### config.mk
export PLATFORM = sky130hd
export DESIGN_NAME = bx2rc_correct
export DESIGN_NICKNAME = d
export VERILOG_FILES = /design/src/rtl/bx2rc_pkg.sv /design/src/rtl/bx2rc_correct.sv
export SDC_FILE = /design/constraint.sdc
export NUM_CORES = 2
export LEC_CHECK = 0
export ABC_CLOCK_PERIOD_IN_PS = 17100
export BUFFER_PORTS_ARGS = -buffer_cell sky130_fd_sc_hd__buf_4
export CAP_MARGIN = 10
export CORE_MARGIN = 1.5
export CORE_UTILIZATION = 50
export DETAILED_ROUTE_END_ITERATION = 10
export GPL_TIMING_DRIVEN = 0
export PLACE_DENSITY = 0.66
export REMOVE_ABC_BUFFERS = 1
export SLEW_MARGIN = 10
export SYNTH_ARGS = -nofsm -noshare
export SYNTH_HDL_FRONTEND = slang
export SYNTH_SLANG_ARGS = --single-unit
### constraint.sdc
create_clock -name clk -period 17.1 [get_ports clk]
set_clock_uncertainty 0.1 [all_clocks]
set_input_delay 0 -clock clk [delete_from_list [all_inputs] [get_ports clk]]
set_output_delay 0 -clock clk [all_outputs]
set_load 0.01 [all_outputs]
### src/rtl/bx2rc_pkg.sv
// Shared types and constants of the 2x bilinear residual compose block.
package bx2rc_pkg;

  localparam int POS_W     = 11;
  localparam int CFG_W     = 11;
  localparam int CFG_IDX_W = 1;
  localparam int CHAN_W    = 8;
  localparam int RES_W     = 16;
  localparam int TAP_W     = 12;
  localparam int SUM_W     = 12;
  localparam int N_W       = 25;
  localparam int PROD_W    = 37;

  // Interpolated sums are in sixteenths of a byte: full scale 255 * 16.
  localparam int SUM_SCALE = 4080;
  localparam int SUM_MAX   = 4080;
  // One in the corrected domain: SUM_SCALE * 2^13.
  localparam int CORR_ONE  = 33423360;
  // Half of CORR_ONE * 16, for round half up.
  localparam int HALF_DEN  = 267386880;
  // CORR_ONE * 16 = 255 * 2^21.
  localparam int QUO_SH    = 21;

  localparam logic [CFG_W-1:0] LOW_WIDTH_RESET  = 11'd960;
  localparam logic [CFG_W-1:0] LOW_HEIGHT_RESET = 11'd540;

  localparam logic [CFG_IDX_W-1:0] CFG_LOW_WIDTH  = 1'b0;
  localparam logic [CFG_IDX_W-1:0] CFG_LOW_HEIGHT = 1'b1;

  typedef enum logic {
    OP_WRITE   = 1'b0,
    OP_COMPOSE = 1'b1
  } op_t;

  typedef struct packed {
    op_t                     operation;
    logic [POS_W-1:0]        pos_x;
    logic [POS_W-1:0]        pos_y;
    logic [CHAN_W-1:0]       in_blue;
    logic [CHAN_W-1:0]       in_green;
    logic [CHAN_W-1:0]       in_red;
    logic [CHAN_W-1:0]       in_alpha;
    logic signed [RES_W-1:0] residual_red;
    logic signed [RES_W-1:0] residual_green;
    logic signed [RES_W-1:0] residual_blue;
  } in_item_t;

  typedef struct packed {
    logic [CHAN_W-1:0] out_blue;
    logic [CHAN_W-1:0] out_green;
    logic [CHAN_W-1:0] out_red;
    logic [CHAN_W-1:0] out_alpha;
  } out_item_t;

  // Stored word: B in the low byte, A in the high byte.
  typedef struct packed {
    logic [CHAN_W-1:0] alpha;
    logic [CHAN_W-1:0] red;
    logic [CHAN_W-1:0] green;
    logic [CHAN_W-1:0] blue;
  } pixel_t;

  localparam int PIX_W = $bits(pixel_t);

  typedef struct packed {
    logic signed [RES_W-1:0] red;
    logic signed [RES_W-1:0] green;
    logic signed [RES_W-1:0] blue;
  } res_t;

  // Bank of top and bottom rows, and which neighbour carries weight 3/4.
  typedef struct packed {
    logic top_odd;
    logic bot_odd;
    logic x_odd;
    logic y_odd;
  } sel_t;

  typedef struct packed {
    logic [SUM_W-1:0] sb;
    logic [SUM_W-1:0] sg;
    logic [SUM_W-1:0] sr;
    logic [SUM_W-1:0] sa;
  } sums_t;

endpackage

### src/rtl/bx2rc_correct.sv
// Residual correction, clamp, alpha premultiply and rounding of one composed pixel.
module bx2rc_correct (
  input  logic                 clk,
  input  logic                 rst,
  input  logic                 valid,
  input  bx2rc_pkg::sums_t     sums,
  input  bx2rc_pkg::res_t      res,
  output logic                 done,
  output bx2rc_pkg::out_item_t result
);

  localparam int NW = bx2rc_pkg::N_W;
  localparam int PW = bx2rc_pkg::PROD_W;

  // sum/4080 + r/8192 clamped to [0,1], scaled by 4080 * 8192
  function automatic logic [NW-1:0] corr(input logic [bx2rc_pkg::SUM_W-1:0] s,
                                         input logic signed [bx2rc_pkg::RES_W-1:0] r);
    logic signed [28:0] n;
    logic [NW-1:0]      q;
    n = $signed({4'b0, s, 13'b0})
      + $signed({{13{r[bx2rc_pkg::RES_W-1]}}, r}) * 29'(bx2rc_pkg::SUM_SCALE);
    if (n[28]) begin
      q = '0;
    end else if (n > 29'(bx2rc_pkg::CORR_ONE)) begin
      q = NW'(bx2rc_pkg::CORR_ONE);
    end else begin
      q = n[NW-1:0];
    end
    return q;
  endfunction

  // round(p / (255 * 2^21)); v / 255 via reciprocal with correction, v < 2^16
  function automatic logic [7:0] quot(input logic [PW-1:0] p);
    logic [PW-1:0] t;
    logic [15:0]   v;
    logic [16:0]   s;
    t = p + PW'(bx2rc_pkg::HALF_DEN);
    v = 16'(t >> bx2rc_pkg::QUO_SH);
    s = 17'(v) + 17'(v[15:8]) + 17'd1;
    return (s[16:8] > 9'd255) ? 8'd255 : s[15:8];
  endfunction

  logic                        n_valid;
  logic [NW-1:0]               n_b, n_g, n_r;
  logic [bx2rc_pkg::SUM_W-1:0] n_sa;
  logic [7:0]                  n_alpha;
  logic [12:0]                 alpha_rnd;

  logic                        p_valid;
  logic [PW-1:0]               p_b, p_g, p_r;
  logic [7:0]                  p_alpha;

  assign alpha_rnd = 13'(sums.sa) + 13'd8;

  always_ff @(posedge clk) begin
    if (rst) begin
      n_valid <= 1'b0;
      p_valid <= 1'b0;
      done    <= 1'b0;
    end else begin
      n_valid <= valid;
      p_valid <= n_valid;
      done    <= p_valid;
    end
  end

  always_ff @(posedge clk) begin
    n_b     <= corr(sums.sb, res.blue);
    n_g     <= corr(sums.sg, res.green);
    n_r     <= corr(sums.sr, res.red);
    n_sa    <= sums.sa;
    n_alpha <= alpha_rnd[11:4];

    p_b     <= PW'(n_b) * PW'(n_sa);
    p_g     <= PW'(n_g) * PW'(n_sa);
    p_r     <= PW'(n_r) * PW'(n_sa);
    p_alpha <= n_alpha;

    result.out_blue  <= quot(p_b);
    result.out_green <= quot(p_g);
    result.out_red   <= quot(p_r);
    result.out_alpha <= p_alpha;
  end

  a_corr_range: assert property (@(posedge clk) disable iff (rst)
    n_valid |-> (n_b <= NW'(bx2rc_pkg::CORR_ONE) && n_g <= NW'(bx2rc_pkg::CORR_ONE)
              && n_r <= NW'(bx2rc_pkg::CORR_ONE)))
    else $error("corrected channel outside [0,1]");

  a_premult: assert property (@(posedge clk) disable iff (rst)
    done |-> (result.out_blue <= result.out_alpha && result.out_green <= result.out_alpha
           && result.out_red <= result.out_alpha))
    else $error("premultiplied colour exceeds alpha");

endmodule

# After elaboration in Yosys (flattened, before gate mapping)
# Index checks and enable logic that the tools add are counted.
[totals]
out_inout_bits = 33
inputBits = 99
wordCells = 50
register_bits = 249
[op_classes]
muxes = 3
n_lt_le_gt_ge = 6
add_sub_neg = 13
multipliers = 6
n_reduce_logical = 3
[ops]
columns = ["cell", "n"]
rows = [
  ["adder 37 x 28 -> 37 bit, second input constant", 3],
  ["multiplier 25 x 12 -> 37 bit", 3],
  ["adder 26 x 29 -> 29 bit", 3],
  ["> comparator 29 x 26 -> 1 bit, second input constant", 3],
  ["multiplier 16 x 9 -> 25 bit, second input constant", 3],
  ["two-way mux 25 bit", 3],
  ["adder 16 x 8 -> 17 bit", 3],
  ["adder 17 x 1 -> 17 bit, second input constant", 3],
  ["> comparator 9 x 8 -> 1 bit, second input constant", 3],
  ["adder 12 x 4 -> 12 bit, second input constant", 1],
  ["OR reduction 2 bit", 3],
]

# Depth between registers and ports, before layout
[logic_depth]
ltp_word = 4
mapped_depth = 29
ltp_nobuf = 28

# Worst setup path after synthesis
# Ideal clock, no wire load.
[synth_path]
kind = "input-to-reg"
start = "in res[38] (netlist bit)"
end = "reg n_r[12]"
t_arrival_ns = 6.314
path_slack_ns = 10.555
path_buffers = 1
stages = 26
path_cell_list = "inv_1 > fa_1 > fa_1 > inv_1 > fa_1 > inv_1 > fa_1 > inv_1 > ha_1 > or3_1 > a21oi_1 > nor4_1 > or2_2 > a21o_1 > a21oi_1 > xnor2_1 > ha_1 > clkbuf_1 > a2111o_1 > a21oi_1 > nor2_1 > xnor2_1 > or4_1 > or3_1 > nand3b_1 > nor3_1"
[synth_between]
elab_chain_cells = 4
[synth_rtl]
columns = ["item", "line_no", "rtl"]
rows = [
  ["from (decl)", "bx2rc_correct.sv:7", "input bx2rc_pkg::res_t res,"],
  ["multiplier 16 x 9 -> 25 bit (*)", "bx2rc_correct.sv:21", "+ $signed({{13{r[bx2rc_pkg::RES_W-1]}}, r}) * 29'(bx2rc_pkg::SUM_SCALE);"],
  ["adder 26 x 29 -> 29 bit (*)", "bx2rc_correct.sv:21", ""],
  ["> comparator 29 x 26 -> 1 bit", "bx2rc_correct.sv:24", "end else if (n > 29'(bx2rc_pkg::CORR_ONE)) begin"],
  ["OR reduction 2 bit (no line)", "-", ""],
  ["to (signal assigned)", "bx2rc_correct.sv:70", "n_r <= corr(sums.sr, res.red);"],
  ["to (decl)", "bx2rc_correct.sv:44", "logic [NW-1:0] n_b, n_g, n_r;"],
]
# Mark *: on every way between the ends. The rest lies on a longest branch, timed or not.
# A chain may end at the register's enable or synchronous reset.

# Final worst setup path
[layout_path]
start = "in res[32] (netlist bit)"
end = "reg n_r[4]"
# Same word-level chain as after synthesis.

==> impl_metrics.csv <==
group,metric,value,unit
detailed_routing,first_pass_iters,5,
sta,rsz0062_at_grt,"no",
detailed_routing,drtIter0Drc,1249,
worst_setup_path,reg2reg_slack,10350,ps
finish,area_delta_synth_final,7.41,%
sta,hold_viol_final,0,
worst_setup_path,timing.rr.start,"n_sa[7]",
synthesis,synth_edf_count,0,
detailed_routing,vias,29400,
worst_setup_path,r2r-end,"p_r[36]",
cts,clockRootBuffer,"clkbuf_16",
floorplanning,boundaryPins,132,
sta,tns,0,ps
place,routabilityCongestion,0.840,
worst_setup_path,cp.required,17380,ps
sta,slew_viol_final,0,
cts,htree_levels,4,
detailed_routing,post-route-drc-count,0,
cts,cts_tree,"yes",
worst_setup_path,cp_max_fo,12,
place,dp.cells,5580,
global_route,grt_overflow_total,0,
status,outcome,"complete, no violations",
detailed_routing,vias_per_cell,5.19,
sta,fmax,139,MHz
place,portBuffers,131,
synthesis,yosysSeqAreaShare,0.0875,
synthesis,netlist_area,0.0405,mm²
worst_setup_path,cp-start-kind,"input port",
synthesis,synthCells,4550,
finish,final_util,0.541,
global_route,grt_pass1_vias,30900,
global_route,grt_max_degree,64,
detailed_routing,routed_wl,87.1,mm
finish,drive_gt1_frac,0.0500,
cts,cts_setup_buffers,0,
synthesis,ys_seq_elements,177,
place,hpwl,68.7,mm
cts,numCtsBuffers,17,
sta,period_needed,7210,ps
synthesis,post-synth-top-count-cell,"inv_1",
cts,cts_num_sinks,177,
sta,fin_crit_sh,0.421,
hold_path,hold_start,"sums[0]",
finish,n_antenna_cell,0,
global_route,grt_usage,0.223,
finish,stdcell_count,5660,
synthesis,synth.distinct_cells,95,
synthesis,yosysWarnings,0,
floorplanning,dieHeight,288,µm
floorplanning,dieArea,0.0827,mm²
synthesis,synth_top_area_cell,"fa_1",
synthesis,ys_async_sr_fraction,0,
sta,worst_pin_slew,1190,ps
hold_path,hold-path-cell-count,2,
synthesis,synth_top_area_share,0.389,
sta,relSlewSlack,0.203,
worst_setup_path,arrival,7490,ps
floorplanning,start_util,0.504,
finish,layout.nets,5900,
worst_setup_path,endpoint_kind,"flip-flop",
cts,cts_buffer_depth,2,
cts,cts.repair.resized,0,
hold_path,hold_end,"n_sa[0]",
synthesis,ys_top_cells_by_area,"fa_1 (39%), ha_1 (13%), inv_1 (9.6%)",
floorplanning,rows,104,
run,cap_violations,0,
synthesis,dominantRegCellSynth,"dfxtp_1",
cts,postCtsHoldBufs,48,
cts,clkSlewWorstSetupHoldPaths,90,ps
finish,final_area,0.0435,mm²
synthesis,synth_common_cells,"inv_1 (1035), fa_1 (788), nand2_1 (639), ha_1 (426), and2_1 (239)",
sta,setup_viol,0,
place,placed_area,0.0424,mm²
detailed_routing,wire_per_inst,15.4,µm
cts,clkLatencyLatePin,500,ps
floorplanning,die_width,288,µm
global_route,grt_pass1_wl,150,mm
global_route,grt_antenna_before_repair,0,
worst_setup_path,worstSetupPathType,"in2reg",
detailed_routing,ant_nets,0,
floorplanning,core-area,0.0804,mm²
hold_path,hp-class,"in2reg",
synthesis,syn_avg_cell_area,8.90,µm²
worst_setup_path,worstRegToRegCells,19,
cells by family (layout without fill, tap and decap cells):
kind of cell	count (synthesis)	after routing	synth area share
mux	23	23	0.00642
buf+inv	1204	1254	0.112
fa+ha+maj	1214	1214	0.521
compound gates	450	450	0.0753
flops	177	177	0.0875
simple gates	1283	1283	0.154
xor+xnor	199	199	0.0434
worst max-delay path: stages:
cell	delay, ps
dlygate4sd3_1	540
buf_4	160
fa_1	440
ha_1	310
ha_1	180
inv_1	70
fa_1	420
inv_1	70
ha_1	170
inv_1	60
fa_1	450
nand2b_1	190
a21oi_1	360
o31ai_1	190
o311ai_0	370
a21oi_1	130
xnor2_1	140
ha_1	370
a21o_1	220
a2111o_1	400
a21oi_1	190
nor2_1	100
nor4b_1	240
mux2i_1	100
o2bb2ai_1	780
nand3b_1	460
nor2_1	350
layout by cell type, fill, tap and decap left out, types with 6 or more instances in the layout:
cell | synthesis | final
dfxtp_4 | 0 | 12
mux2i_1 | 17 | 17
nor2_1 | 149 | 149
a31oi_1 | 13 | 13
nor4bb_4 | 9 | 9
clkinv_8 | 0 | 6
nor4_1 | 20 | 20
nor2b_1 | 20 | 20
a211oi_1 | 17 | 17
or3_1 | 14 | 14
and3_1 | 15 | 15
xor2_1 | 81 | 81
and2_1 | 239 | 239
dlygate4sd3_1 | 0 | 48
nand4_1 | 27 | 27
o21ai_0 | 61 | 61
xnor2_1 | 117 | 117
nand2_1 | 639 | 639
o21bai_1 | 14 | 14
nand3_1 | 28 | 28
o41ai_1 | 6 | 6
nor3_1 | 45 | 45
o31ai_1 | 13 | 13
inv_1 | 1035 | 1035
a21o_1 | 66 | 66
fa_1 | 788 | 788
buf_4 | 0 | 131
clkbuf_16 | 0 | 17
nand4b_1 | 6 | 6
o211ai_1 | 19 | 19
nand2b_1 | 27 | 27
o21a_1 | 30 | 30
or2_2 | 12 | 12
ha_1 | 426 | 426
o21ai_1 | 12 | 12
a21oi_1 | 117 | 117
dfxtp_1 | 177 | 165
layout make-up:
class	instances	area (µm²)
clock inverter	15	214
multi-input combinational	3169	32400
fill	7439	36900
tap	1060	1330
timing repair buffer	186	1640
inverter	1036	3890
clock buffer	17	425
sequential	177	3590
registers in the layout, summed over array words and instances, names as in the netlist:
signal / flops
p_valid: 1
result: 32
n_b: 21
n_valid: 1
n_sa: 12
n_r: 21
n_g: 21
done: 1
p_r: 17
p_b: 17
n_alpha: 8
p_alpha: 8
p_g: 17
metal layers:
metal / GRT usage / wire length (µm) / vias up
li1: - / - / 14000
met1: 0.294 / 38200 / 14800
met2: 0.399 / 44500 / 505
met3: 0.0169 / 2770 / 100
met4: 0.0550 / 1560 / 0
met5: 0 / 0 / -
metrics by stage:
step / setup WS [ps] / hold WS, ps
detailed placement: 9550 / 5.70
CTS: 9920 / 1.28
global placement: 8780 / 5.56
floorplan: 10640 / -72.3
global route: 9250 / 30.9
finish: 9890 / 41.5
worst max-delay path by stage:
stage             from      end  slack (ps)  cells past startpoint
6_report       res[32]   n_r[4]        9890                     27
4_1_cts        res[32]  n_r[12]        9920                     27
3_5_place_dp   res[38]  n_r[12]        9550                     26
2_1_floorplan  res[38]  n_r[12]       10640                     25
3_3_place_gp   n_sa[3]  p_r[36]        8780                     19
5_1_grt        res[32]  n_r[12]        9250                     27
Power is not shown: default switching activity piles up to over one toggle a cycle in this logic, so the estimate is an artifact.
