File: src/rtl/bx2rc_pkg.sv
// Shared types and constants of the 2x bilinear residual compose block.
package bx2rc_pkg;

  localparam int POS_W     = 11;
  localparam int CFG_W     = 11;
  localparam int CFG_IDX_W = 1;
  localparam int CHAN_W    = 8;
  localparam int RES_W     = 16;
  localparam int TAP_W     = 12;
  localparam int SUM_W     = 12;
  localparam int N_W       = 25;
  localparam int PROD_W    = 37;

  // Interpolated sums are in sixteenths of a byte: full scale 255 * 16.
  localparam int SUM_SCALE = 4080;
  localparam int SUM_MAX   = 4080;
  // One in the corrected domain: SUM_SCALE * 2^13.
  localparam int CORR_ONE  = 33423360;
  // Half of CORR_ONE * 16, for round half up.
  localparam int HALF_DEN  = 267386880;
  // CORR_ONE * 16 = 255 * 2^21.
  localparam int QUO_SH    = 21;

  localparam logic [CFG_W-1:0] LOW_WIDTH_RESET  = 11'd960;
  localparam logic [CFG_W-1:0] LOW_HEIGHT_RESET = 11'd540;

  localparam logic [CFG_IDX_W-1:0] CFG_LOW_WIDTH  = 1'b0;
  localparam logic [CFG_IDX_W-1:0] CFG_LOW_HEIGHT = 1'b1;

  typedef enum logic {
    OP_WRITE   = 1'b0,
    OP_COMPOSE = 1'b1
  } op_t;

  typedef struct packed {
    op_t                     operation;
    logic [POS_W-1:0]        pos_x;
    logic [POS_W-1:0]        pos_y;
    logic [CHAN_W-1:0]       in_blue;
    logic [CHAN_W-1:0]       in_green;
    logic [CHAN_W-1:0]       in_red;
    logic [CHAN_W-1:0]       in_alpha;
    logic signed [RES_W-1:0] residual_red;
    logic signed [RES_W-1:0] residual_green;
    logic signed [RES_W-1:0] residual_blue;
  } in_item_t;

  typedef struct packed {
    logic [CHAN_W-1:0] out_blue;
    logic [CHAN_W-1:0] out_green;
    logic [CHAN_W-1:0] out_red;
    logic [CHAN_W-1:0] out_alpha;
  } out_item_t;

  // Stored word: B in the low byte, A in the high byte.
  typedef struct packed {
    logic [CHAN_W-1:0] alpha;
    logic [CHAN_W-1:0] red;
    logic [CHAN_W-1:0] green;
    logic [CHAN_W-1:0] blue;
  } pixel_t;

  localparam int PIX_W = $bits(pixel_t);

  typedef struct packed {
    logic signed [RES_W-1:0] red;
    logic signed [RES_W-1:0] green;
    logic signed [RES_W-1:0] blue;
  } res_t;

  // Bank of top and bottom rows, and which neighbour carries weight 3/4.
  typedef struct packed {
    logic top_odd;
    logic bot_odd;
    logic x_odd;
    logic y_odd;
  } sel_t;

  typedef struct packed {
    logic [SUM_W-1:0] sb;
    logic [SUM_W-1:0] sg;
    logic [SUM_W-1:0] sr;
    logic [SUM_W-1:0] sa;
  } sums_t;

endpackage

File: src/rtl/bx2rc_interp.sv
// Bilinear 1/4-3/4 blend of the four neighbour pixels into sixteenth-scale sums.
module bx2rc_interp (
  input  logic              clk,
  input  logic              rst,
  input  logic              valid,
  input  bx2rc_pkg::sel_t   sel,
  input  bx2rc_pkg::res_t   res,
  input  bx2rc_pkg::pixel_t even_a,
  input  bx2rc_pkg::pixel_t even_b,
  input  bx2rc_pkg::pixel_t odd_a,
  input  bx2rc_pkg::pixel_t odd_b,
  output logic              sum_valid,
  output bx2rc_pkg::sums_t  sums,
  output bx2rc_pkg::res_t   sum_res
);

  // near_a: first operand takes 3/4
  function automatic logic [9:0] mix_px(input logic [7:0] a, input logic [7:0] b,
                                        input logic near_a);
    logic [9:0] r;
    if (near_a) begin
      r = 10'({a, 1'b0}) + 10'(a) + 10'(b);
    end else begin
      r = 10'(a) + 10'({b, 1'b0}) + 10'(b);
    end
    return r;
  endfunction

  function automatic logic [11:0] mix_row(input logic [9:0] a, input logic [9:0] b,
                                          input logic near_a);
    logic [11:0] r;
    if (near_a) begin
      r = 12'({a, 1'b0}) + 12'(a) + 12'(b);
    end else begin
      r = 12'(a) + 12'({b, 1'b0}) + 12'(b);
    end
    return r;
  endfunction

  function automatic logic [11:0] chan(input logic [7:0] c00, input logic [7:0] c10,
                                       input logic [7:0] c01, input logic [7:0] c11,
                                       input logic xo, input logic yo);
    logic [9:0] t;
    logic [9:0] b;
    t = mix_px(c00, c10, xo);
    b = mix_px(c01, c11, xo);
    return mix_row(t, b, yo);
  endfunction

  bx2rc_pkg::pixel_t p00, p10, p01, p11;
  bx2rc_pkg::sums_t  sums_next;

  always_comb begin
    p00 = sel.top_odd ? odd_a : even_a;
    p10 = sel.top_odd ? odd_b : even_b;
    p01 = sel.bot_odd ? odd_a : even_a;
    p11 = sel.bot_odd ? odd_b : even_b;
    sums_next.sb = chan(p00.blue,  p10.blue,  p01.blue,  p11.blue,  sel.x_odd, sel.y_odd);
    sums_next.sg = chan(p00.green, p10.green, p01.green, p11.green, sel.x_odd, sel.y_odd);
    sums_next.sr = chan(p00.red,   p10.red,   p01.red,   p11.red,   sel.x_odd, sel.y_odd);
    sums_next.sa = chan(p00.alpha, p10.alpha, p01.alpha, p11.alpha, sel.x_odd, sel.y_odd);
  end

  always_ff @(posedge clk) begin
    if (rst) begin
      sum_valid <= 1'b0;
    end else begin
      sum_valid <= valid;
    end
  end

  always_ff @(posedge clk) begin
    sums    <= sums_next;
    sum_res <= res;
  end

  a_sum_range: assert property (@(posedge clk) disable iff (rst)
    sum_valid |-> (sums.sa <= bx2rc_pkg::SUM_W'(bx2rc_pkg::SUM_MAX)
                && sums.sr <= bx2rc_pkg::SUM_W'(bx2rc_pkg::SUM_MAX)
                && sums.sg <= bx2rc_pkg::SUM_W'(bx2rc_pkg::SUM_MAX)
                && sums.sb <= bx2rc_pkg::SUM_W'(bx2rc_pkg::SUM_MAX)))
    else $error("interpolated sum above full scale");

endmodule

File: config.mk
export PLATFORM = sky130hd
export DESIGN_NAME = bx2rc_interp
export DESIGN_NICKNAME = d
export VERILOG_FILES = /design/src/rtl/bx2rc_pkg.sv /design/src/rtl/bx2rc_interp.sv
export SDC_FILE = /design/constraint.sdc
export NUM_CORES = 1
export LEC_CHECK = 0
export ABC_AREA = 1
export BUFFER_PORTS_ARGS = -buffer_cell sky130_fd_sc_hd__buf_2
export CELL_PAD_IN_SITES_DETAIL_PLACEMENT = 1
export CELL_PAD_IN_SITES_GLOBAL_PLACEMENT = 1
export CORE_MARGIN = 2
export CORE_UTILIZATION = 36
export DETAILED_ROUTE_END_ITERATION = 16
export PLACE_DENSITY_LB_ADDON = 0.2
export SETUP_SLACK_MARGIN = 0.2
export SLEW_MARGIN = 15
export SYNTH_ARGS = -nofsm -noshare
export SYNTH_HDL_FRONTEND = slang
export SYNTH_SLANG_ARGS = --single-unit
File: constraint.sdc
create_clock -name clk -period 4.6 [get_ports clk]
set_clock_uncertainty 0.05 [all_clocks]
set_input_delay 0 -clock clk [delete_from_list [all_inputs] [get_ports clk]]
set_output_delay 0 -clock clk [all_outputs]
set_load 0.005 [all_outputs]
# Yosys cells after proc, flatten, opt, wreduce, memory -nomap -nowiden
# Cells that the tools add are included.
# word_totals
elab_cells	72
ramBits	0
ff_bits	97
latchBits	0
mem_bits_ro	0
in_bits	183
memories	0
# op_classes
n_lt_le_gt_ge	0
n_eq_ne	0
n_mux	16
bitwise_logic	0
reduce_logical	0
n_shift	0
n_div	0
multipliers	0
add_sub_neg	48
# op_table
op	count
adder 10 x 8 -> 10 bit	16
2-to-1 mux 32 bit	4
adder 12 x 10 -> 12 bit	8
adder 8 x 9 -> 10 bit	8
adder 9 x 8 -> 10 bit	8
2-to-1 mux 10 bit	8
adder 10 x 11 -> 12 bit	4
adder 11 x 10 -> 12 bit	4
2-to-1 mux 12 bit	4

# Depth between registers and ports, before layout
# Gate-level depths: netlist (run 1).
# logic_depth
ltp_word	7
mapped_depth	32

# Least setup slack after synthesis (run 1)
# OpenSTA, ideal clock, no wires.
# synth_timing
kind	input port to flip-flop
startpoint	input sel[3] in the netlist's numbering
endpoint	register sums[35] in the netlist's numbering
n_path_buf	2
cell_stages	22
t_required_ps	4434
slack_ps	446
t_arrival_ps	3988
setup_time_ps	116
cell_sequence	buf_2 -> clkbuf_1 -> o21ai_0 -> fa_1 -> ha_1 -> or2_1 -> and2_1 -> inv_1 -> a21oi_1 -> o21ai_0 -> o21ai_0 -> fa_1 -> inv_1 -> ha_1 -> a21oi_1 -> nand2_1 -> nand2_1 -> nand2_1 -> nand2_1 -> nor2_1 -> o21ai_0 -> nand2_1
# synth_rtl
item	line_no	rtl
start: declaration	bx2rc_interp.sv:6	input bx2rc_pkg::sel_t sel,
end signal: assignment	bx2rc_interp.sv:73	sums <= sums_next;
end: declaration	bx2rc_interp.sv:13	output bx2rc_pkg::sums_t sums,

==> flow_summary.html, run 1 <==
<table>
<tr><th>Metric</th><th>Value</th></tr>
<tr><th colspan="2">Status</th></tr>
<tr><td>Result of the run</td><td>finished, final reports clean</td></tr>
<tr><th colspan="2">Global routing</th></tr>
<tr><td>Initial antenna violation count</td><td>3</td></tr>
<tr><td>Via count of the first global-routing pass</td><td>21000</td></tr>
<tr><td>Largest net degree at the start of global routing</td><td>70</td></tr>
<tr><td>Wire length of the first global-routing pass</td><td>102000 microns</td></tr>
<tr><td>Remaining global-route overflow</td><td>0</td></tr>
<tr><td>GR Util All Layers</td><td>23.5%</td></tr>
<tr><th colspan="2">Routing</th></tr>
<tr><td>Post-route antenna net violation count</td><td>0</td></tr>
<tr><td>TritonRoute pass-1 iters</td><td>5</td></tr>
<tr><td>Total Wirelength</td><td>61600 microns</td></tr>
<tr><td>Total via count in the routed design</td><td>19100</td></tr>
<tr><td>Number of design rule violations left after detail routing</td><td>0</td></tr>
<tr><td>Wirelength per Cell</td><td>16.1 microns</td></tr>
<tr><td>Drt via density</td><td>5.00</td></tr>
<tr><td>Iteration-0 DRC count of the detailed router</td><td>580</td></tr>
<tr><th colspan="2">Finish</th></tr>
<tr><td>Count of placed standard cells in the final layout, fillers left out</td><td>3815</td></tr>
<tr><td>Layout cell share with drive strength beyond 1</td><td>18.4%</td></tr>
<tr><td>Fill count</td><td>6614</td></tr>
<tr><td>Final #Nets</td><td>3749</td></tr>
<tr><td>Layout overhead on the synthesized area</td><td>24.5%</td></tr>
<tr><td>Diode insertion count for antenna repair</td><td>0</td></tr>
<tr><td>Core occupancy in the finished layout</td><td>45.5%</td></tr>
<tr><th colspan="2">Clocking</th></tr>
<tr><td>Sinks on the clock net</td><td>97</td></tr>
<tr><td>Worst-path clk slew</td><td>0.08 ns</td></tr>
<tr><td>Count of H-tree levels built during CTS</td><td>3</td></tr>
<tr><td>Clock buffer count from CTS</td><td>9</td></tr>
<tr><td>Root Buffer Master</td><td>sky130_fd_sc_hd__clkbuf_16</td></tr>
<tr><td>CTS max path bufs</td><td>2</td></tr>
<tr><td>Clock tree from TritonCTS</td><td>yes</td></tr>
<tr><th colspan="2">STA</th></tr>
<tr><td>RSZ-0062 raised after global routing</td><td>yes</td></tr>
<tr><td>Slew Limit Headroom</td><td>32.7%</td></tr>
<tr><td>Minimum hold slack</td><td>0.102 ns</td></tr>
<tr><td>Number of pins exceeding their max-slew limit in the final report</td><td>0</td></tr>
<tr><td>Final number of setup-violating endpoints</td><td>0</td></tr>
<tr><td>Final Hold Vio Count</td><td>0</td></tr>
<tr><td>Crit share post-route</td><td>90.8%</td></tr>
<tr><td>Post-route minimum period</td><td>4.18 ns</td></tr>
<tr><td>Least-Margin Pin Slew</td><td>0.999 ns</td></tr>
<tr><td>Max Clock Freq</td><td>239 MHz</td></tr>
<tr><td>TNS Setup</td><td>0 ns</td></tr>
<tr><th colspan="2">Floorplanning</th></tr>
<tr><td>Die area</td><td>53000 sq um</td></tr>
<tr><td>Number of standard-cell rows in the floorplan</td><td>82</td></tr>
<tr><td>Ports</td><td>280</td></tr>
<tr><td>Effective utilization at floorplan</td><td>36.6%</td></tr>
<tr><td>Placeable core region</td><td>50400 sq um</td></tr>
<tr><td>Die W</td><td>230 microns</td></tr>
<tr><td>Floorplan die height</td><td>230 microns</td></tr>
<tr><th colspan="2">Synth</th></tr>
<tr><td>Area of the mapped netlist</td><td>18400 sq um</td></tr>
<tr><td>Cell with the most instances after synthesis</td><td>sky130_fd_sc_hd__nand2_1</td></tr>
<tr><td>Most instantiated flip-flop cell in the synthesis netlist</td><td>sky130_fd_sc_hd__dfxtp_1</td></tr>
<tr><td>Post-synth top cells</td><td>sky130_fd_sc_hd__nand2_1 (710), sky130_fd_sc_hd__inv_1 (461), sky130_fd_sc_hd__o21ai_0 (242)</td></tr>
<tr><td>Cell accounting for the most synthesized area</td><td>sky130_fd_sc_hd__fa_1</td></tr>
<tr><td>FF+latch count, synth</td><td>97</td></tr>
<tr><td>Average cell area after synthesis</td><td>6.94 sq um</td></tr>
<tr><td>Number of synthesized flops with an enable pin</td><td>0</td></tr>
<tr><td>Fraction of the yosys area taken by sequential cells</td><td>10.5%</td></tr>
<tr><td>Post-synth ARST share</td><td>0%</td></tr>
<tr><td>Post-synthesis net count</td><td>3265</td></tr>
<tr><td>Leading cell types by total area after synthesis</td><td>sky130_fd_sc_hd__fa_1 (21%), sky130_fd_sc_hd__ha_1 (16%), sky130_fd_sc_hd__nand2_1 (14%), sky130_fd_sc_hd__dfxtp_1 (11%), sky130_fd_sc_hd__inv_1 (9.4%)</td></tr>
<tr><td>Synth Instances</td><td>2654</td></tr>
<tr><td>Number of distinct library cell variants in the gate-level netlist after synthesis</td><td>44</td></tr>
<tr><td>Area share of the largest cell type after synthesis</td><td>21.3%</td></tr>
<tr><td>Number of warnings printed during yosys synthesis</td><td>0</td></tr>
<tr><th colspan="2">Setup path</th></tr>
<tr><td>CP Class</td><td>in2reg</td></tr>
<tr><td>Critical Path Sink Type</td><td>flip-flop</td></tr>
<tr><td>Arrival time reported for the critical path endpoint</td><td>4.40 ns</td></tr>
<tr><td>Peak fanout along the critical path</td><td>33</td></tr>
<tr><td>Critical Path Start Type</td><td>input port</td></tr>
<tr><td>Required time reported for the critical path endpoint</td><td>4.82 ns</td></tr>
<tr><th colspan="2">Place</th></tr>
<tr><td>Buffers added on ports</td><td>279</td></tr>
<tr><td>Number of placed instances, taps included</td><td>3749</td></tr>
<tr><td>Routability cong.</td><td>0.878</td></tr>
<tr><td>Detailed-placement wirelength estimate</td><td>52600 microns</td></tr>
<tr><th colspan="2">Min path</th></tr>
<tr><td>Path class of the lowest-slack min-delay path</td><td>in2reg</td></tr>
<tr><th colspan="2">Pwr</th></tr>
<tr><td>Total design power</td><td>0.0167 W</td></tr>
<tr><td>Maximum resistive drop on vdd</td><td>0.000292 V</td></tr>
<tr><td>Leak Pwr</td><td>12.7 nW</td></tr>
<tr><td>Pwr Density</td><td>729 nW/um^2</td></tr>
<tr><th colspan="2">Flow run</th></tr>
<tr><td>Maximum capacitance violations</td><td>0</td></tr>
</table>
metal layers:
metal	routed length, microns	GRT usage, %	up-vias
met4	1170	5.50	4
met1	27600	28.8	9227
met5	22	0	-
met3	1730	2.49	64
li1	-	-	9476
met2	31000	43.9	297
cell type report:
class	instances	area [sq um]	share of cell area (%)
repair buffers	539	3550	15.5
inverters	463	1740	7.59
multi-input cells	2028	14500	63.4
clock buffers	9	225	0.982
flip-flops and latches	97	1940	8.47
well taps	672	841	3.67
clock inverters	7	88.8	0.388
cell usage in the layout, fill, tap and decap left out, types with 8 or more instances in the layout:
cell type / n
sky130_fd_sc_hd__o21ai_0: 188
sky130_fd_sc_hd__a21oi_1: 164
sky130_fd_sc_hd__o21a_1: 9
sky130_fd_sc_hd__buf_2: 276
sky130_fd_sc_hd__or2_1: 11
sky130_fd_sc_hd__a21boi_0: 8
sky130_fd_sc_hd__o21ai_2: 12
sky130_fd_sc_hd__fa_1: 195
sky130_fd_sc_hd__ha_1: 229
sky130_fd_sc_hd__xnor2_1: 10
sky130_fd_sc_hd__a21o_1: 22
sky130_fd_sc_hd__xor2_1: 23
sky130_fd_sc_hd__inv_1: 458
sky130_fd_sc_hd__nor2_1: 75
sky130_fd_sc_hd__dlygate4sd3_1: 50
sky130_fd_sc_hd__nand3b_1: 13
sky130_fd_sc_hd__clkbuf_16: 9
sky130_fd_sc_hd__nand3_1: 181
sky130_fd_sc_hd__dfxtp_1: 97
sky130_fd_sc_hd__o21ai_1: 50
sky130_fd_sc_hd__nand3_2: 13
sky130_fd_sc_hd__nand4_1: 32
sky130_fd_sc_hd__buf_4: 205
sky130_fd_sc_hd__nand2_2: 12
sky130_fd_sc_hd__nand2_1: 709
flip-flops by register name (all words and copies together), names as in the netlist:
name,flops
sum_res,48
sums,48
sum_valid,1
worst max-delay path: stages:
cell,delay (ns)
sky130_fd_sc_hd__buf_6,0.14
sky130_fd_sc_hd__buf_12,0.16
sky130_fd_sc_hd__buf_12,0.16
sky130_fd_sc_hd__o21ai_0,0.49
sky130_fd_sc_hd__buf_4,0.22
sky130_fd_sc_hd__fa_1,0.39
sky130_fd_sc_hd__ha_1,0.34
sky130_fd_sc_hd__nand3_1,0.09
sky130_fd_sc_hd__nand2_1,0.14
sky130_fd_sc_hd__o21ai_0,0.10
sky130_fd_sc_hd__a21oi_1,0.19
sky130_fd_sc_hd__nor2_1,0.08
sky130_fd_sc_hd__buf_4,0.16
sky130_fd_sc_hd__fa_1,0.48
sky130_fd_sc_hd__inv_1,0.04
sky130_fd_sc_hd__ha_1,0.33
sky130_fd_sc_hd__nand3_1,0.11
sky130_fd_sc_hd__nand2_1,0.17
sky130_fd_sc_hd__nand2_1,0.10
sky130_fd_sc_hd__nand2_1,0.09
sky130_fd_sc_hd__o21ai_0,0.07
sky130_fd_sc_hd__o21ai_0,0.32
per-stage QoR:
stage | setup slack [ns] | instance area, sq um
global placement | -0.127 | 22000
CTS | 0.201 | 22800
finish | 0.422 | 22900
detailed placement | -0.368 | 22000
global route | 0.162 | 22900
floorplan | 0.446 | 18400
path summary, 6_finish.rpt:
path	startpoint	end	slack (ns)	depth (start not counted)
min	sel[0]	sums[25]$_DFF_P_	0.10	4
max	sel[2]	sums[43]$_DFF_P_	0.42	22
repair_timing:
action	CTS	global route
endpoints found under the hold margin	49	0
gates cloned	0	0
buffers inserted	0	0
hold buffers	50	0
setup endpoints to repair	1	29
gates resized for setup	2	92
cells by family (layout without fill, tap and decap cells):
group | after synthesis | after routing | synth area share, %
XOR/XNOR | 34 | 34 | 1.62
buffers and inverters | 529 | 1018 | 11.2
flip-flops | 97 | 97 | 10.5
multiplexers | 6 | 6 | 0.326
adder cells (fa/ha/maj) | 428 | 428 | 37.1
AND/OR/NAND/NOR | 1071 | 1071 | 24.9
AO/OA/AOI/OAI | 489 | 489 | 14.4
power by group:
group	internal, W	switching [W]	total, W	leakage, nW
clock network	0.000434	0.000405	0.000839	0.155
logic	0.00607	0.00856	0.0146	11.8
registers	0.00114	0.0000989	0.00124	0.818
total	0.00765	0.00906	0.0167	12.7
(Power assumes the default switching activity.)
==> inputs of run 2 (changes only) <==
--- a/config.mk
+++ b/config.mk
@@ -9,10 +9,10 @@
 export BUFFER_PORTS_ARGS = -buffer_cell sky130_fd_sc_hd__buf_2
 export CELL_PAD_IN_SITES_DETAIL_PLACEMENT = 1
 export CELL_PAD_IN_SITES_GLOBAL_PLACEMENT = 1
-export CORE_MARGIN = 2
-export CORE_UTILIZATION = 36
+export CORE_MARGIN = 1.5
+export CORE_UTILIZATION = 43
 export DETAILED_ROUTE_END_ITERATION = 16
-export PLACE_DENSITY_LB_ADDON = 0.2
+export PLACE_DENSITY_LB_ADDON = 0.08
 export SETUP_SLACK_MARGIN = 0.2
 export SLEW_MARGIN = 15
 export SYNTH_ARGS = -nofsm -noshare
==> flow_summary.html, run 2 (synthesis gave the netlist of run 1 again) <==
<table>
<tr><th>Metric</th><th>Value</th></tr>
<tr><th colspan="2">Clocking</th></tr>
<tr><td>Worst-path clk slew</td><td>0.07 ns</td></tr>
<tr><td>Post-CTS setup repair buffer count</td><td>0</td></tr>
<tr><td>Sinks on the clock net</td><td>97</td></tr>
<tr><td>Clock tree from TritonCTS</td><td>yes</td></tr>
<tr><td>Clock buffer count from CTS</td><td>9</td></tr>
<tr><td>CTS max path bufs</td><td>2</td></tr>
<tr><td>Root Buffer Master</td><td>sky130_fd_sc_hd__clkbuf_16</td></tr>
<tr><td>Count of H-tree levels built during CTS</td><td>3</td></tr>
<tr><th colspan="2">Finish</th></tr>
<tr><td>Leading cell types in the layout, fill and taps excluded</td><td>sky130_fd_sc_hd__nand2_1 (709), sky130_fd_sc_hd__inv_1 (459), sky130_fd_sc_hd__buf_2 (276)</td></tr>
<tr><td>Layout overhead on the synthesized area</td><td>25.5%</td></tr>
<tr><td>Layout cell share with drive strength beyond 1</td><td>19.6%</td></tr>
<tr><td>Most frequent standard cell in the layout excluding fill and tap cells</td><td>sky130_fd_sc_hd__nand2_1</td></tr>
<tr><td>Count of placed standard cells in the final layout, fillers left out</td><td>3739</td></tr>
<tr><td>Fill count</td><td>5638</td></tr>
<tr><td>Final instance area</td><td>23100 sq um</td></tr>
<tr><td>Registers with the most flip-flops</td><td>sum_res: 48 flops, sums: 48 flops, sum_valid: 1 flops</td></tr>
<tr><td>Diode insertion count for antenna repair</td><td>0</td></tr>
<tr><td>Final #Nets</td><td>3806</td></tr>
<tr><th colspan="2">Pwr</th></tr>
<tr><td>Pwr Density</td><td>748 nW/um^2</td></tr>
<tr><td>Maximum resistive drop on vdd</td><td>0.000318 V</td></tr>
<tr><td>Leak Pwr</td><td>13.0 nW</td></tr>
<tr><th colspan="2">Global routing</th></tr>
<tr><td>GR Util All Layers</td><td>28.8%</td></tr>
<tr><td>Initial antenna violation count</td><td>1</td></tr>
<tr><td>Via count of the first global-routing pass</td><td>21200</td></tr>
<tr><td>Remaining global-route overflow</td><td>0</td></tr>
<tr><td>Largest net degree at the start of global routing</td><td>60</td></tr>
<tr><td>Wire length of the first global-routing pass</td><td>103000 microns</td></tr>
<tr><th colspan="2">STA</th></tr>
<tr><td>Max Clock Freq</td><td>237 MHz</td></tr>
<tr><td>Crit share post-route</td><td>91.8%</td></tr>
<tr><td>RSZ-0062 raised after global routing</td><td>yes</td></tr>
<tr><td>Post-route minimum period</td><td>4.22 ns</td></tr>
<tr><td>Final number of setup-violating endpoints</td><td>0</td></tr>
<tr><td>Final Hold Vio Count</td><td>0</td></tr>
<tr><td>Least-Margin Pin Slew</td><td>0.909 ns</td></tr>
<tr><td>TNS Setup</td><td>0 ns</td></tr>
<tr><td>Slew Limit Headroom</td><td>39.3%</td></tr>
<tr><td>Number of pins exceeding their max-slew limit in the final report</td><td>0</td></tr>
<tr><td>Final worst-path setup slack</td><td>0.375 ns</td></tr>
<tr><th colspan="2">Floorplanning</th></tr>
<tr><td>Number of standard-cell rows in the floorplan</td><td>75</td></tr>
<tr><td>Ports</td><td>280</td></tr>
<tr><td>Placeable core region</td><td>42100 sq um</td></tr>
<tr><td>Die W</td><td>210 microns</td></tr>
<tr><td>Floorplan die height</td><td>210 microns</td></tr>
<tr><td>Die area</td><td>44100 sq um</td></tr>
<tr><td>Effective utilization at floorplan</td><td>43.7%</td></tr>
<tr><th colspan="2">Place</th></tr>
<tr><td>Number of placed instances, taps included</td><td>3673</td></tr>
<tr><td>Dpl cell area</td><td>22200 sq um</td></tr>
<tr><td>Buffers added on ports</td><td>279</td></tr>
<tr><td>Routability cong.</td><td>0.904</td></tr>
<tr><td>Place WS</td><td>-0.409 ns</td></tr>
<tr><td>Detailed-placement wirelength estimate</td><td>52600 microns</td></tr>
<tr><th colspan="2">Min path</th></tr>
<tr><td>Source of the worst hold timing path</td><td>even_b[16]</td></tr>
<tr><td>Path class of the lowest-slack min-delay path</td><td>in2reg</td></tr>
<tr><th colspan="2">Routing</th></tr>
<tr><td>TritonRoute pass-1 iters</td><td>5</td></tr>
<tr><td>Wirelength per Cell</td><td>16.8 microns</td></tr>
<tr><td>Number of design rule violations left after detail routing</td><td>0</td></tr>
<tr><td>Iteration-0 DRC count of the detailed router</td><td>748</td></tr>
<tr><td>Post-route antenna net violation count</td><td>0</td></tr>
<tr><td>Total via count in the routed design</td><td>19500</td></tr>
<tr><td>Drt via density</td><td>5.21</td></tr>
<tr><td>Total Wirelength</td><td>62900 microns</td></tr>
<tr><th colspan="2">Setup path</th></tr>
<tr><td>Critical Path Start Type</td><td>input port</td></tr>
<tr><td>Biggest cell delay along the critical path</td><td>0.54 ns</td></tr>
<tr><td>Arrival time reported for the critical path endpoint</td><td>4.47 ns</td></tr>
<tr><td>Critical Path Sink Type</td><td>flip-flop</td></tr>
<tr><td>Peak fanout along the critical path</td><td>23</td></tr>
<tr><td>Required time reported for the critical path endpoint</td><td>4.85 ns</td></tr>
<tr><td>Crit path top cell by count</td><td>sky130_fd_sc_hd__nand2_1</td></tr>
<tr><td>Number of buffers and inverters on the critical path</td><td>5</td></tr>
<tr><td>CP max stage cell</td><td>sky130_fd_sc_hd__fa_1</td></tr>
<tr><td>Start point of the critical path</td><td>sel[2]</td></tr>
<tr><td>CP Class</td><td>in2reg</td></tr>
<tr><td>Cell family with most CP delay</td><td>adder cells</td></tr>
<tr><td>CP cell instances</td><td>buf_6 -&gt; buf_12 -&gt; buf_4 -&gt; o21ai_1 -&gt; fa_1 -&gt; ha_1 -&gt; a21oi_1 -&gt; a21boi_0 -&gt; nand2_1 -&gt; nand2_1 -&gt; nand3_1 -&gt; nand2_1 -&gt; inv_1 -&gt; fa_1 -&gt; ha_1 -&gt; buf_4 -&gt; a31oi_1 -&gt; nand2_1 -&gt; nand2_1 -&gt; nand3_1 -&gt; nand2_1</td></tr>
<tr><th colspan="2">Status</th></tr>
<tr><td>Result of the run</td><td>finished, final reports clean</td></tr>
<tr><th colspan="2">Flow run</th></tr>
<tr><td>Maximum capacitance violations</td><td>0</td></tr>
</table>
## run 2: cell types whose count changed in the layout (fill, tap and decap cells not counted), moves of 2 or more
| cell | delta |
|---|---|
| sky130_fd_sc_hd__buf_4 | +58 |
| sky130_fd_sc_hd__a21oi_1 | +2 |
| sky130_fd_sc_hd__a21oi_2 | -2 |
| sky130_fd_sc_hd__buf_12 | -2 |
| sky130_fd_sc_hd__clkinv_4 | +2 |
| sky130_fd_sc_hd__ha_4 | -2 |
## run 2: timing repair
item                                    CTS  global route
hold endpoints to repair                 49             0
resized for setup                         8            81
hold buffers                             50             0
endpoints found under the setup margin   13            27
pin swaps                                 0             0
## run 2: power by group
group	leakage [nW]	internal (W)	total (W)	switching, W
registers	0.818	0.00114	0.00122	0.0000815
clock network	0.148	0.000396	0.000804	0.000407
logic	12.0	0.00644	0.0153	0.00881
total	13.0	0.00798	0.0173	0.00930
## run 2: final timing paths
kind / cells after the start / slack [ns] / to
worst min-delay path: 5 / 0.16 / sums[12]$_DFF_P_
worst max-delay path: 21 / 0.38 / sums[22]$_DFF_P_
## run 2: layer usage
layer / global-route usage [%] / vias to the layer above / share of wire [%]
li1: - / 9601 / -
met1: 34.7 / 9398 / 43
met2: 53.4 / 369 / 51
met3: 2.94 / 108 / 3.0
met4: 9.20 / 2 / 2.7
met5: 0 / - / 0.021
## run 2: final cells by class
cell class,instances,area (sq um),area share [%]
sequential,97,1940,8.41
clock inverter,6,62.6,0.271
timing repair buffer,596,3960,17.1
multi-input combinational,2028,14500,62.7
clock buffer,10,239,1.03
inverter,463,1740,7.53
tap,539,674,2.92
## run 2: stage by stage
stage	hold WS, ns	util (%)	total power (W)
after floorplan	-0.0223	-	0.0107
after global placement	0.0519	52.7	0.0153
after detailed placement	0.0538	52.7	0.0161
after CTS	0.193	54.6	0.0171
after global routing	0.198	54.8	0.0193
final	0.156	54.8	0.0173
==> inputs of run 3 (changes only) <==
--- a/config.mk
+++ b/config.mk
@@ -12,7 +12,7 @@
 export CORE_MARGIN = 1.5
 export CORE_UTILIZATION = 43
 export DETAILED_ROUTE_END_ITERATION = 16
-export PLACE_DENSITY_LB_ADDON = 0.08
+export PLACE_DENSITY_LB_ADDON = 0.3
 export SETUP_SLACK_MARGIN = 0.2
 export SLEW_MARGIN = 15
 export SYNTH_ARGS = -nofsm -noshare
==> flow_summary.html, run 3 (synthesis gave the netlist of run 1 again) <==
<table>
<tr><th>Metric</th><th>Value</th></tr>
<tr><th colspan="2">Status</th></tr>
<tr><td>Result of the run</td><td>finished, final reports clean</td></tr>
<tr><th colspan="2">Setup path</th></tr>
<tr><td>Critical Path Sink Type</td><td>flip-flop</td></tr>
<tr><td>CP cell instances</td><td>buf_12 -&gt; buf_4 -&gt; buf_4 -&gt; o21ai_0 -&gt; buf_4 -&gt; fa_1 -&gt; fa_1 -&gt; xnor2_1 -&gt; nand2_1 -&gt; o21ai_0 -&gt; buf_4 -&gt; fa_1 -&gt; inv_1 -&gt; ha_1 -&gt; a21oi_1 -&gt; o21ai_0 -&gt; nand2_1 -&gt; nand2_1 -&gt; a21oi_1 -&gt; o21ai_0 -&gt; nand2_1</td></tr>
<tr><td>Critical Path Start Type</td><td>input port</td></tr>
<tr><td>CP Class</td><td>in2reg</td></tr>
<tr><td>Biggest cell delay along the critical path</td><td>0.53 ns</td></tr>
<tr><td>Required time reported for the critical path endpoint</td><td>4.87 ns</td></tr>
<tr><td>Arrival time reported for the critical path endpoint</td><td>4.43 ns</td></tr>
<tr><td>Peak fanout along the critical path</td><td>42</td></tr>
<tr><td>Cell family with most CP delay</td><td>adder cells</td></tr>
<tr><td>Number of buffers and inverters on the critical path</td><td>6</td></tr>
<tr><td>CP max stage cell</td><td>sky130_fd_sc_hd__fa_1</td></tr>
<tr><th colspan="2">Global routing</th></tr>
<tr><td>Via count of the first global-routing pass</td><td>21700</td></tr>
<tr><td>Largest net degree at the start of global routing</td><td>53</td></tr>
<tr><td>Initial antenna violation count</td><td>5</td></tr>
<tr><td>Wire length of the first global-routing pass</td><td>107000 microns</td></tr>
<tr><td>Remaining global-route overflow</td><td>0</td></tr>
<tr><td>Most crowded layer after global routing</td><td>met2</td></tr>
<tr><td>Met2 Use GR</td><td>55.9%</td></tr>
<tr><td>GR Util met1</td><td>35.1%</td></tr>
<tr><td>GR Util All Layers</td><td>29.9%</td></tr>
<tr><td>Global-route met3 utilization</td><td>3.75%</td></tr>
<tr><th colspan="2">Finish</th></tr>
<tr><td>Layout cell share with drive strength beyond 1</td><td>17.5%</td></tr>
<tr><td>Layout overhead on the synthesized area</td><td>22.7%</td></tr>
<tr><td>Leading cell types in the layout, fill and taps excluded</td><td>sky130_fd_sc_hd__nand2_1 (709), sky130_fd_sc_hd__inv_1 (460), sky130_fd_sc_hd__buf_2 (276)</td></tr>
<tr><td>Fill count</td><td>5560</td></tr>
<tr><td>Final instance area</td><td>22600 sq um</td></tr>
<tr><td>Final #Nets</td><td>3731</td></tr>
<tr><td>Most frequent standard cell in the layout excluding fill and tap cells</td><td>sky130_fd_sc_hd__nand2_1</td></tr>
<tr><td>Registers with the most flip-flops</td><td>sum_res: 48 flops, sums: 48 flops, sum_valid: 1 flops</td></tr>
<tr><th colspan="2">STA</th></tr>
<tr><td>Final worst-path setup slack</td><td>0.439 ns</td></tr>
<tr><td>RSZ-0062 raised after global routing</td><td>yes</td></tr>
<tr><td>Final Hold Vio Count</td><td>0</td></tr>
<tr><td>Post-route minimum period</td><td>4.16 ns</td></tr>
<tr><td>Slew Limit Headroom</td><td>40.2%</td></tr>
<tr><td>TNS Setup</td><td>0 ns</td></tr>
<tr><td>Crit share post-route</td><td>90.5%</td></tr>
<tr><td>Max Clock Freq</td><td>240 MHz</td></tr>
<tr><td>Number of pins exceeding their max-slew limit in the final report</td><td>0</td></tr>
<tr><td>Least-Margin Pin Slew</td><td>0.896 ns</td></tr>
<tr><td>Final number of setup-violating endpoints</td><td>0</td></tr>
<tr><th colspan="2">Floorplanning</th></tr>
<tr><td>Number of standard-cell rows in the floorplan</td><td>75</td></tr>
<tr><td>Ports</td><td>280</td></tr>
<tr><td>Die area</td><td>44100 sq um</td></tr>
<tr><td>Die W</td><td>210 microns</td></tr>
<tr><td>Floorplan die height</td><td>210 microns</td></tr>
<tr><td>Effective utilization at floorplan</td><td>43.7%</td></tr>
<tr><td>Placeable core region</td><td>42100 sq um</td></tr>
<tr><th colspan="2">Pwr</th></tr>
<tr><td>Maximum resistive drop on vdd</td><td>0.000312 V</td></tr>
<tr><td>Leak Pwr</td><td>12.7 nW</td></tr>
<tr><td>Total design power</td><td>0.0172 W</td></tr>
<tr><td>Pwr Density</td><td>760 nW/um^2</td></tr>
<tr><th colspan="2">Place</th></tr>
<tr><td>Buffers added on ports</td><td>279</td></tr>
<tr><td>Routability cong.</td><td>0.880</td></tr>
<tr><td>Detailed-placement wirelength estimate</td><td>51600 microns</td></tr>
<tr><td>Place WS</td><td>-0.266 ns</td></tr>
<tr><td>Dpl cell area</td><td>21700 sq um</td></tr>
<tr><th colspan="2">Clocking</th></tr>
<tr><td>Post-CTS setup repair buffer count</td><td>0</td></tr>
<tr><td>Worst-path clk slew</td><td>0.09 ns</td></tr>
<tr><td>CTS max path bufs</td><td>2</td></tr>
<tr><td>Clock tree from TritonCTS</td><td>yes</td></tr>
<tr><td>Sinks on the clock net</td><td>97</td></tr>
<tr><td>Count of H-tree levels built during CTS</td><td>3</td></tr>
<tr><td>Root Buffer Master</td><td>sky130_fd_sc_hd__clkbuf_16</td></tr>
<tr><td>Clock buffer count from CTS</td><td>9</td></tr>
<tr><th colspan="2">Routing</th></tr>
<tr><td>Total via count in the routed design</td><td>19500</td></tr>
<tr><td>Drt via density</td><td>5.31</td></tr>
<tr><td>TritonRoute pass-1 iters</td><td>7</td></tr>
<tr><td>Wirelength per Cell</td><td>17.6 microns</td></tr>
<tr><td>Number of design rule violations left after detail routing</td><td>0</td></tr>
<tr><td>Iteration-0 DRC count of the detailed router</td><td>702</td></tr>
<tr><td>Total Wirelength</td><td>64700 microns</td></tr>
<tr><td>Post-route antenna net violation count</td><td>0</td></tr>
<tr><th colspan="2">Min path</th></tr>
<tr><td>Path class of the lowest-slack min-delay path</td><td>in2reg</td></tr>
<tr><th colspan="2">Flow run</th></tr>
<tr><td>Maximum capacitance violations</td><td>0</td></tr>
</table>
-- run 3: cell types whose count changed in the layout (fill, tap and decap cells not counted), sizes merged --
| cell | delta |
|---|---|
| buf | -75 |
| bufinv | +1 |
| clkbuf | -1 |
| clkinv | -1 |
| diode | +3 |
| inv | +1 |
-- run 3: timing repair --
action / 4_1_cts / 5_1_grt
hold buffers: 50 / 0
resized for setup: 5 / 90
hold endpoints to repair: 49 / 0
setup endpoints to repair: 9 / 30
pin swaps: 0 / 0
cloned: 0 / 0
-- run 3: metrics by stage --
step	hold slack, ns	std cells	util (%)
final	0.127	3667	53.6
after global routing	0.184	3665	53.6
after CTS	0.172	3664	53.4
after detailed placement	0.0539	3598	51.5
after global placement	0.0529	3598	51.5
after floorplan	-0.0223	2654	-
-- run 3: worst paths after layout --
path / endpoint / start / slack, ns / cells after the start
max: sums[20]$_DFF_P_ / sel[2] / 0.44 / 21
min: sums[0]$_DFF_P_ / even_b[24] / 0.13 / 5
-- run 3: power breakdown --
part	switching [W]	internal [W]	leakage (nW)
Clock	0.000443	0.000441	0.157
Combinational	0.00901	0.00604	11.7
Sequential	0.0000959	0.00114	0.818
Total	0.00955	0.00762	12.7
-- run 3: final cells by class --
type	count	area, sq um	share of cell area (%)
Antenna cell	3	7.51	0.0332
Clock inverter	7	95.1	0.421
Multi-Input combinational cell	2028	14500	64.0
Sequential cell	97	1940	8.60
Tap cell	539	674	2.99
Clock buffer	9	225	0.997
Inverter	463	1740	7.70
Timing Repair Buffer	521	3440	15.2
-- run 3: metal layers --
layer  vias up  wire (microns)
met4         4            2250
met5         -              26
met3       157            2410
met2       453           32700
li1       9448               -
met1      9425           27300
